**config.mk**
```make
export PLATFORM = sky130hd
export DESIGN_NAME = button_tap_hold_gesture_decoder_core
export DESIGN_NICKNAME = d
export VERILOG_FILES = /design/src/rtl/bthg_pkg.sv /design/src/rtl/bthg_step.sv /design/src/rtl/button_tap_hold_gesture_decoder_core.sv
export SDC_FILE = /design/constraint.sdc
export NUM_CORES = 1
export LEC_CHECK = 0
export BUFFER_PORTS_ARGS = -buffer_cell sky130_fd_sc_hd__buf_2
export CORE_ASPECT_RATIO = 1.75
export CORE_MARGIN = 4
export CORE_UTILIZATION = 53
export CTS_CLUSTER_DIAMETER = 200
export DETAILED_ROUTE_END_ITERATION = 6
export HOLD_SLACK_MARGIN = 0.15
export PLACE_DENSITY = 0.67
export SYNTH_ARGS = -nofsm -noshare
export SYNTH_HDL_FRONTEND = slang
export SYNTH_SLANG_ARGS = --single-unit
```
**constraint.sdc**
```tcl
create_clock -name clk -period 18 [get_ports clk]
set_input_delay 0.9 -clock clk [delete_from_list [all_inputs] [get_ports clk]]
set_output_delay 0.9 -clock clk [all_outputs]
set_load 0.02 [all_outputs]
```
**src/rtl/bthg_pkg.sv**
```systemverilog
// ----------------------------------------------------------------------------
// bthg_pkg
// types and constants shared by the tap and hold gesture decoder
// ----------------------------------------------------------------------------
`default_nettype none

package bthg_pkg;

    localparam int unsigned TIME_W  = 32;
    localparam int unsigned CFG_W   = 16;
    localparam int unsigned COUNT_W = 3;
    localparam int unsigned ACT_W   = 3;

    localparam logic [ACT_W-1:0]   ACT_NONE  = 3'd0;
    localparam logic [ACT_W-1:0]   ACT_ERROR = 3'd4;
    localparam logic [COUNT_W-1:0] MAX_TAPS  = 3'd3;

    localparam logic [1:0] CFG_DEBOUNCE_TIME   = 2'd0;
    localparam logic [1:0] CFG_SHORT_PRESS_MAX = 2'd1;
    localparam logic [1:0] CFG_HOLD_PRESS_MIN  = 2'd2;
    localparam logic [1:0] CFG_TAP_GAP_MAX     = 2'd3;

    localparam logic [CFG_W-1:0] DEBOUNCE_TIME_RST   = 16'd50;
    localparam logic [CFG_W-1:0] SHORT_PRESS_MAX_RST = 16'd300;
    localparam logic [CFG_W-1:0] HOLD_PRESS_MIN_RST  = 16'd800;
    localparam logic [CFG_W-1:0] TAP_GAP_MAX_RST     = 16'd1000;

    typedef struct packed {
        logic [CFG_W-1:0] debounce_time;
        logic [CFG_W-1:0] short_press_max;
        logic [CFG_W-1:0] hold_press_min;
        logic [CFG_W-1:0] tap_gap_max;
    } cfg_t;

    typedef struct packed {
        logic               previous_raw;
        logic               stable_pressed;
        logic [TIME_W-1:0]  raw_change_time;
        logic [TIME_W-1:0]  press_begin_time;
        logic [TIME_W-1:0]  release_time;
        logic [COUNT_W-1:0] tap_count;
        logic               hold_done;
        logic               awaiting_hold;
    } state_t;

endpackage

`default_nettype wire

```
**src/rtl/bthg_step.sv**
```systemverilog
// ----------------------------------------------------------------------------
// bthg_step
// next state and action for one sample: debounce, tap count, hold, errors
// ----------------------------------------------------------------------------
`default_nettype none

module bthg_step
    import bthg_pkg::*;
(
    input  wire state_t             cur,
    input  wire cfg_t               cfg,
    input  wire logic               raw,
    input  wire logic [TIME_W-1:0]  now,
    output state_t                  nxt,
    output logic [ACT_W-1:0]        action
);

    logic [TIME_W-1:0] change_time;
    logic [TIME_W-1:0] since_change;
    logic [TIME_W-1:0] since_press;
    logic [TIME_W-1:0] since_release;
    logic              settled;
    logic              hold_reached;
    logic              gap_expired;
    logic              is_short;
    logic              is_medium;
    logic [COUNT_W-1:0] taps_inc;

    assign change_time   = (raw != cur.previous_raw) ? now : cur.raw_change_time;
    assign since_change  = now - change_time;
    assign since_press   = now - cur.press_begin_time;
    assign since_release = now - cur.release_time;
    assign settled       = since_change >= {16'd0, cfg.debounce_time};
    assign hold_reached  = since_press >= {16'd0, cfg.hold_press_min};
    assign gap_expired   = since_release > {16'd0, cfg.tap_gap_max};
    assign is_short      = since_press < {16'd0, cfg.short_press_max};
    assign is_medium     = since_press < {16'd0, cfg.hold_press_min};
    assign taps_inc      = cur.tap_count + 3'd1;

    always_comb
    begin
        nxt                 = cur;
        action              = ACT_NONE;
        nxt.raw_change_time = change_time;
        nxt.previous_raw    = raw;
        if (settled)
        begin
            if (raw == cur.stable_pressed)
            begin
                if (cur.stable_pressed && cur.awaiting_hold && !cur.hold_done && hold_reached)
                begin
                    nxt.hold_done     = 1'b1;
                    action            = (cur.tap_count >= 3'd1 && cur.tap_count <= MAX_TAPS)
                                        ? cur.tap_count : ACT_ERROR;
                    nxt.tap_count     = '0;
                    nxt.awaiting_hold = 1'b0;
                end
                if (!cur.stable_pressed && cur.tap_count != '0 && !cur.awaiting_hold
                    && gap_expired)
                begin
                    action            = ACT_ERROR;
                    nxt.tap_count     = '0;
                    nxt.awaiting_hold = 1'b0;
                    nxt.hold_done     = 1'b0;
                end
            end
            else
            begin
                nxt.stable_pressed = raw;
                if (raw)
                begin
                    nxt.press_begin_time = now;
                    nxt.hold_done        = 1'b0;
                    if (cur.tap_count != '0 && gap_expired)
                    begin
                        action        = ACT_ERROR;
                        nxt.tap_count = '0;
                    end
                    nxt.awaiting_hold = 1'b1;
                end
                else
                begin
                    nxt.release_time = now;
                    if (cur.hold_done)
                    begin
                        nxt.hold_done     = 1'b0;
                        nxt.awaiting_hold = 1'b0;
                    end
                    else if (is_short)
                    begin
                        nxt.awaiting_hold = 1'b0;
                        if (taps_inc > MAX_TAPS)
                        begin
                            action        = ACT_ERROR;
                            nxt.tap_count = '0;
                        end
                        else
                        begin
                            nxt.tap_count = taps_inc;
                        end
                    end
                    else if (is_medium)
                    begin
                        action            = ACT_ERROR;
                        nxt.tap_count     = '0;
                        nxt.awaiting_hold = 1'b0;
                    end
                    else
                    begin
                        nxt.tap_count     = '0;
                        nxt.awaiting_hold = 1'b0;
                    end
                end
            end
        end
    end

endmodule

`default_nettype wire

```
**src/rtl/button_tap_hold_gesture_decoder_core.sv**
```systemverilog
// ----------------------------------------------------------------------------
// button_tap_hold_gesture_decoder_core
// debounces a sampled button level and decodes tap-tap-hold gestures
//
//   channel   direction  tdata bits (lowest first)
//   s_axis    in         [0] raw_pressed, [32:1] now_ms, [39:33] zero
//   m_axis    out        [2:0] action, [7:3] zero
//   cfg       in         cfg_we, cfg_index, cfg_data[15:0]
//
// one transfer in per cycle while the output is not stalled, each giving exactly one action transfer out
// the next cycle; the decode is combinational compares on the state
// registers. reset loads the default thresholds and clears the gesture state and output valid, not the action register.
// a stalled output holds its action and input is still taken whenever the
// output register is empty or is being drained in the same cycle
// ----------------------------------------------------------------------------
`default_nettype none

module button_tap_hold_gesture_decoder_core
    import bthg_pkg::*;
(
    input  wire logic        clk,
    input  wire logic        rst_n,
    input  wire logic        s_axis_tvalid,
    output logic             s_axis_tready,
    input  wire logic [39:0] s_axis_tdata,   // raw_pressed, now_ms
    output logic             m_axis_tvalid,
    input  wire logic        m_axis_tready,
    output logic [7:0]       m_axis_tdata,   // action
    input  wire logic        cfg_we,
    input  wire logic [1:0]  cfg_index,
    input  wire logic [15:0] cfg_data
);

    cfg_t             cfg_reg;
    state_t           state_reg;
    state_t           state_next;
    logic [ACT_W-1:0] act_reg;
    logic [ACT_W-1:0] act_next;
    logic             out_valid_reg;
    logic             in_xfer;

    assign s_axis_tready = !out_valid_reg || m_axis_tready;
    assign in_xfer       = s_axis_tvalid && s_axis_tready;
    assign m_axis_tvalid = out_valid_reg;
    assign m_axis_tdata  = {5'd0, act_reg};

    bthg_step u_step (
        .cur    (state_reg),
        .cfg    (cfg_reg),
        .raw    (s_axis_tdata[0]),
        .now    (s_axis_tdata[32:1]),
        .nxt    (state_next),
        .action (act_next)
    );

    always_ff @(posedge clk or negedge rst_n)
    begin
        if (!rst_n)
        begin
            cfg_reg.debounce_time   <= DEBOUNCE_TIME_RST;
            cfg_reg.short_press_max <= SHORT_PRESS_MAX_RST;
            cfg_reg.hold_press_min  <= HOLD_PRESS_MIN_RST;
            cfg_reg.tap_gap_max     <= TAP_GAP_MAX_RST;
        end
        else if (cfg_we)
        begin
            case (cfg_index)
                CFG_DEBOUNCE_TIME:   cfg_reg.debounce_time   <= cfg_data;
                CFG_SHORT_PRESS_MAX: cfg_reg.short_press_max <= cfg_data;
                CFG_HOLD_PRESS_MIN:  cfg_reg.hold_press_min  <= cfg_data;
                CFG_TAP_GAP_MAX:     cfg_reg.tap_gap_max     <= cfg_data;
                default:             cfg_reg                 <= cfg_reg;
            endcase
        end
    end

    always_ff @(posedge clk or negedge rst_n)
    begin
        if (!rst_n)
        begin
            state_reg     <= '0;
            out_valid_reg <= 1'b0;
        end
        else
        begin
            if (in_xfer)
            begin
                state_reg     <= state_next;
                out_valid_reg <= 1'b1;
            end
            else if (m_axis_tready)
            begin
                out_valid_reg <= 1'b0;
            end
        end
    end

    always_ff @(posedge clk)
    begin
        if (in_xfer)
        begin
            act_reg <= act_next;
        end
    end

    a_tap_count_range: assert property (@(posedge clk) disable iff (!rst_n)
        state_reg.tap_count <= MAX_TAPS)
        else $error("tap count beyond limit");

    a_action_range: assert property (@(posedge clk) disable iff (!rst_n)
        m_axis_tvalid |-> (m_axis_tdata[2:0] <= ACT_ERROR))
        else $error("action code out of range");

    a_hold_flags: assert property (@(posedge clk) disable iff (!rst_n)
        !(state_reg.hold_done && state_reg.awaiting_hold))
        else $error("hold detected while still awaiting hold");

    a_result_follows: assert property (@(posedge clk) disable iff (!rst_n)
        (s_axis_tvalid && s_axis_tready) |=> m_axis_tvalid)
        else $error("accepted transfer gave no result");

endmodule

`default_nettype wire

```
; ---- After elaboration in Yosys (flattened, before gate mapping)
; Cells that the tools add are included.
[totals]
word_cells = 83
output_inout_bits = 10
register_bits = 171
inputBits = 63
[op_classes]
order_cmp = 8
muxes = 21
n_reduce_logical = 26
eq_ne = 8
n_bitwise = 2
add_sub_neg = 4
[ops]
columns = operator, n
row1 = subtractor 32 bit, 3
row2 = >= comparator 32 x 16 -> 1 bit, 2
row3 = < comparator 32 x 16 -> 1 bit, 2
row4 = 2-to-1 mux 3 bit, 14
row5 = greater-than comparator 32 x 16 -> 1 bit, 1
row6 = 2-to-1 mux 32 bit, 1
row7 = 2-to-1 mux 5 bit, 4
row8 = logical AND 1 bit, 9
row9 = AND reduction 2 bit, 4
row10 = AND reduction 4 bit, 2
row11 = AND reduction 3 bit, 2
row12 = AND reduction 5 bit, 1
row13 = == test 2 bit (second input constant), 2
row14 = logical NOT 1 bit, 4
row15 = adder 3 x 1 -> 3 bit (second input constant), 1
row16 = >= comparator 3 x 1 -> 1 bit (second input constant), 1
row17 = greater-than comparator 3 x 2 -> 1 bit (second input constant), 1
row18 = less-or-equal comparator 3 x 2 -> 1 bit (second input constant), 1
row19 = inequality test 3 x 1 -> 1 bit (second input constant), 1
row20 = inequality test 3 x 2 -> 1 bit (second input constant), 1
row21 = inequality test 3 bit (second input constant), 1
row22 = nonzero test 3 bit, 1
row23 = == test 2 x 1 -> 1 bit (second input constant), 1
row24 = logical NOT 2 bit, 1
row25 = other kinds (6), 8

; ---- Longest topological paths before layout
[logic_depth]
word_depth = 7
depth_mapped = 30
depth_no_buf = 25

; ---- By module
; Synthesis repeated with hierarchy kept, for this count alone.
[unflattened]
hier_cells = 1651
hier_area_um2 = 15382.3
[by_module_without_submodules]
columns = mod, cells_each, area_per_inst_um2, n_inst, seq_area_each_um2
row1 = bthg_step, 1284, 8962.3, 1, 0.0
row2 = button_tap_hold_gesture_decoder_core, 367, 6419.9, 1, 4314.1

; ---- Worst setup path after synthesis
; Ideal clock, no wire load.
[synth_timing]
path_kind = input to register
from = input s_axis_tdata[0]
to = register state_reg[37] in the netlist's numbering
setup_time_ns = 0.127
slack_ns = 11.384
n_path_buf = 7
required_time_ns = 17.873
arrival_time_ns = 6.489
path_stages = 27
path_cell_list = buf_2 -> xor2_4 -> buf_6 -> buf_4 -> clkbuf_1 -> clkbuf_1 -> mux2i_1 -> ha_1 -> a21oi_1 -> o31ai_1 -> a21oi_1 -> o211ai_1 -> o21ai_2 -> xnor2_1 -> ha_1 -> a211oi_1 -> o221ai_1 -> a21oi_1 -> o2111ai_1 -> or3_1 -> nor4_2 -> nand4_2 -> o21ai_4 -> or2_1 -> buf_4 -> buf_6 -> mux2_1
[synth_via]
elab_chain_cells = 5
word_cells_on_any_way = 7
classes_between = 1 x add/sub / 1 x order compare / 2 x eq/ne / 1 x mux / 1 x bitwise / 1 x reduce/logical
[synth_rtl]
columns = element, line
row1 = from (decl), button_tap_hold_gesture_decoder_core.sv:25  ; input wire logic [39:0] s_axis_tdata,
row2 = inequality test 1 bit, bthg_step.sv:29  ; assign change_time = (raw != cur.previous_raw) ? now : cur.raw_change_time;
row3 = 2-to-1 mux 32 bit, bthg_step.sv:29
row4 = subtractor 32 bit, bthg_step.sv:30  ; assign since_change = now - change_time;
row5 = >= comparator 32 x 16 -> 1 bit, bthg_step.sv:33  ; assign settled = since_change >= {16'd0, cfg.debounce_time};
row6 = AND reduction 4 bit (no line) (*), n/a
row7 = to (signal assigned), button_tap_hold_gesture_decoder_core.sv:88  ; state_reg <= state_next;
row8 = to (decl), button_tap_hold_gesture_decoder_core.sv:35  ; state_t state_reg;
; Every way passes the cells marked *; elsewhere a longest branch is shown, timed or not.
; A chain may end at the register's enable or synchronous reset.

; ---- Final worst setup path
[layout_timing]
from = input s_axis_tdata[0]
to = register state_reg[10] in the netlist's numbering
; Same word-level chain as after synthesis.

==> flow_summary.yaml <==
cts:
  cts_resized: 0
  cts_hold_buf: 0
  cts_setup_buffers: 0
  cts_sinks: 171
  clock-root-buffer: "clkbuf_16"
  clk_pin_slew_ns: 0.07
  htree_levels: 4
  clock_latency_ns: 0.45
  tritoncts: "yes"
  cts_buffers: 17
  clock_path_buffers: 2
worst_setup_path:
  critical_path_buf_inv_count: 2
  r2r-end: "state_reg[10]"
  arrival_ns: 7.07
  crit_path_max_fanout: 45
  crit_required_ns: 18.33
  reg2reg_depth: 20
  crit_end: "state_reg[10]"
  cp.depth: 21
  r2r_start: "state_reg[102]"
  worst_path_most_repeated_cell: "a21oi_1"
  path_delay_family: "compound AO/OA/AOI/OAI gates"
  crit_slowest_cell: "o211ai_4"
  path_cells: "buf_2 -> xor2_4 -> buf_4 -> mux2i_1 -> ha_1 -> a21oi_1 -> o31ai_1 -> a21oi_1 -> o211ai_1 -> o21ai_2 -> xnor2_1 -> ha_1 -> a211oi_1 -> o221ai_1 -> a21oi_1 -> o2111ai_1 -> or3_1 -> nor4_2 -> nand4_2 -> o211ai_4 -> mux2_2"
  start_kind: "input pin"
  critPathMaxStageDelay_ns: 0.97
  end_kind: "flop"
  crit_type: "in -> reg"
  rrSetupSlack_ns: 11.46
  worstSetupStartpoint: "s_axis_tdata[0]"
timing:
  post-route-min-period_ns: 6.75
  hold-worst-slack_ns: 0.419
  finalClockSkew_ns: 0.00950
  clock.fmax_mhz: 148
  slew_viol_final: 0
  max_slew_margin_pct: 24.0
  fin_setup_tns_ns: 0
  worstMarginPinSlew_ns: 1.14
  rsz0062_at_grt: "no"
  setup_violations: 0
  fin_crit_sh_pct: 37.5
  finalHoldViolCount: 0
detailed_routing:
  wl_um: 40100
  final_antenna_net_count: 0
  first_pass_iters: 5
  wl_per_cell_um: 19.4
  vias_per_cell: 5.97
  route.vias.total: 12366
  drt_iter0_drc: 654
  drc: 0
synth:
  synthCells: 1658
  synth.cells.most_frequent: "156 x inv_1, 153 x ha_1, 152 x dfrtp_1, 132 x a21oi_1, 116 x nand2_1"
  ys_warn_count: 0
  synth_area_leaders: "dfrtp_1 26%, ha_1 13%, mux2_2 8.3%"
  yosysSeqAreaShare_pct: 29.3
  syn_avg_cell_area_um2: 8.87
  synth.largest_area_cell: "dfrtp_1"
  yosysMostFrequentCell: "inv_1"
  synth_edf_count: 3
  ys_ff_latch: 171
  yosys.area.top_type_share_pct: 25.9
  ys_types: 95
  synth_area_mm2: 0.0147
  synth_flop_cell: "dfrtp_1"
  synthArstFlopShare_pct: 98.2
finish:
  largest_register_ffs: 103
  fill_cells: 2558
  syn_to_final_growth_pct: 8.09
  drive_gt1_share_pct: 14.8
  multi_input_area_mm2: 0.00952
  nNetsFinal: 1907
  design_area_mm2: 0.0159
  seqCellArea_mm2: 0.00431
  fin_cells: 2072
placed_design:
  io_buffers: 60
  dpl_cell_area_mm2: 0.0152
  dp.cells: 2039
  dp_hpwl_um: 32600
  place_congestion: 0.941
pwr:
  power.density_mw_per_mm2: 167
  p_total_mw: 2.65
  vdd_drop_max_mv: 0.0979
  cellLeakagePower_nw: 7.24
global_route:
  grt_usage_pct: 26.9
  grt_pass1_wl_um: 65200
  grt_pass1_vias: 12471
  grt_max_degree: 64
  grt_overflow_total: 0
  antenna_found_initial: 0
die:
  initial_core_util_pct: 53.8
  io_pins: 73
  die_w_um: 134
  core-area_mm2: 0.0273
  die_area_mm2: 0.0306
  fp-row-count: 80
  die_height_um: 228
run_status:
  outcome: "complete, no violations"
run:
  cap_violations: 0
worst_hold_path:
  hold_path_class: "in -> async"
[placed cells by master, fill, tap and decap left out, types with 14 or more instances in the layout]
master / synthesis / layout
a211oi_1: 14 / 14
a21o_1: 35 / 35
a21oi_1: 132 / 132
buf_2: 6 / 59
clkbuf_16: 0 / 17
dfrtp_1: 152 / 152
dfstp_2: 16 / 16
ha_1: 153 / 153
inv_1: 156 / 156
mux2_1: 27 / 27
mux2_2: 108 / 108
mux2i_1: 30 / 30
nand2_1: 116 / 116
nand2b_1: 31 / 31
nand3_1: 36 / 36
nand4_1: 35 / 35
nor2_1: 100 / 100
nor2b_1: 18 / 18
nor3_1: 25 / 25
o211ai_1: 15 / 15
o21a_1: 23 / 23
o21ai_0: 106 / 106
xnor2_1: 49 / 49
xor2_1: 21 / 21
[cells by family after synthesis]
logic type / share of synthesized area, %
compound gates: 19.7
simple gates: 14.7
buf+inv: 6.00
flops: 29.3
mux: 12.4
fa+ha+maj: 13.4
xor+xnor: 4.47
other cells: 0.0255
[layout make-up]
cell class                      instances  share of cell area (%)
Tap cell                              369                    2.91
Clock buffer                           21                    2.90
Clock inverter                         11                    1.14
Sequential cell                       171                    27.2
Timing Repair Buffer                   67                    2.26
Multi-Input combinational cell       1276                    59.9
Antenna cell                            1                  0.0157
Inverter                              156                    3.69
[layer usage]
| metal | global-route usage [%] | share of wire [%] | vias to the layer above | routed length (um) |
|---|---|---|---|---|
| li1 | - | - | 6059 | - |
| met5 | 0 | 0 | - | 0 |
| met1 | 29.2 | 38 | 5937 | 15200 |
| met3 | 2.97 | 3.1 | 94 | 1240 |
| met2 | 48.4 | 52 | 276 | 20700 |
| met4 | 18.2 | 7.5 | 0 | 3000 |
[worst min path at each step]
stage                  start       endpoint  slack (ns)  cells past startpoint
2_1_floorplan  state_reg[96]  state_reg[96]        0.45                      2
3_3_place_gp   state_reg[69]  state_reg[69]        0.46                      2
3_5_place_dp   state_reg[13]  state_reg[13]        0.47                      2
4_1_cts                rst_n  state_reg[82]        0.42                      1
5_1_grt                rst_n    cfg_reg[54]        0.44                      1
6_report               rst_n    cfg_reg[54]        0.42                      1
[metrics by stage]
stage | utilization [%] | setup slack [ns]
floorplan | - | 11.38
detailed placement | 55.8 | 10.84
CTS | 58.1 | 11.30
global placement | 55.8 | 10.91
finish | 58.1 | 11.25
global route | 58.1 | 10.75
[power breakdown]
group	internal, mW	leakage, nW	total (mW)	switching [mW]
Combinational	0.695	4.92	1.66	0.966
Sequential	0.515	2.02	0.582	0.0669
Clock	0.242	0.307	0.409	0.167
Note: power is estimated with default switching activity, not from simulation.
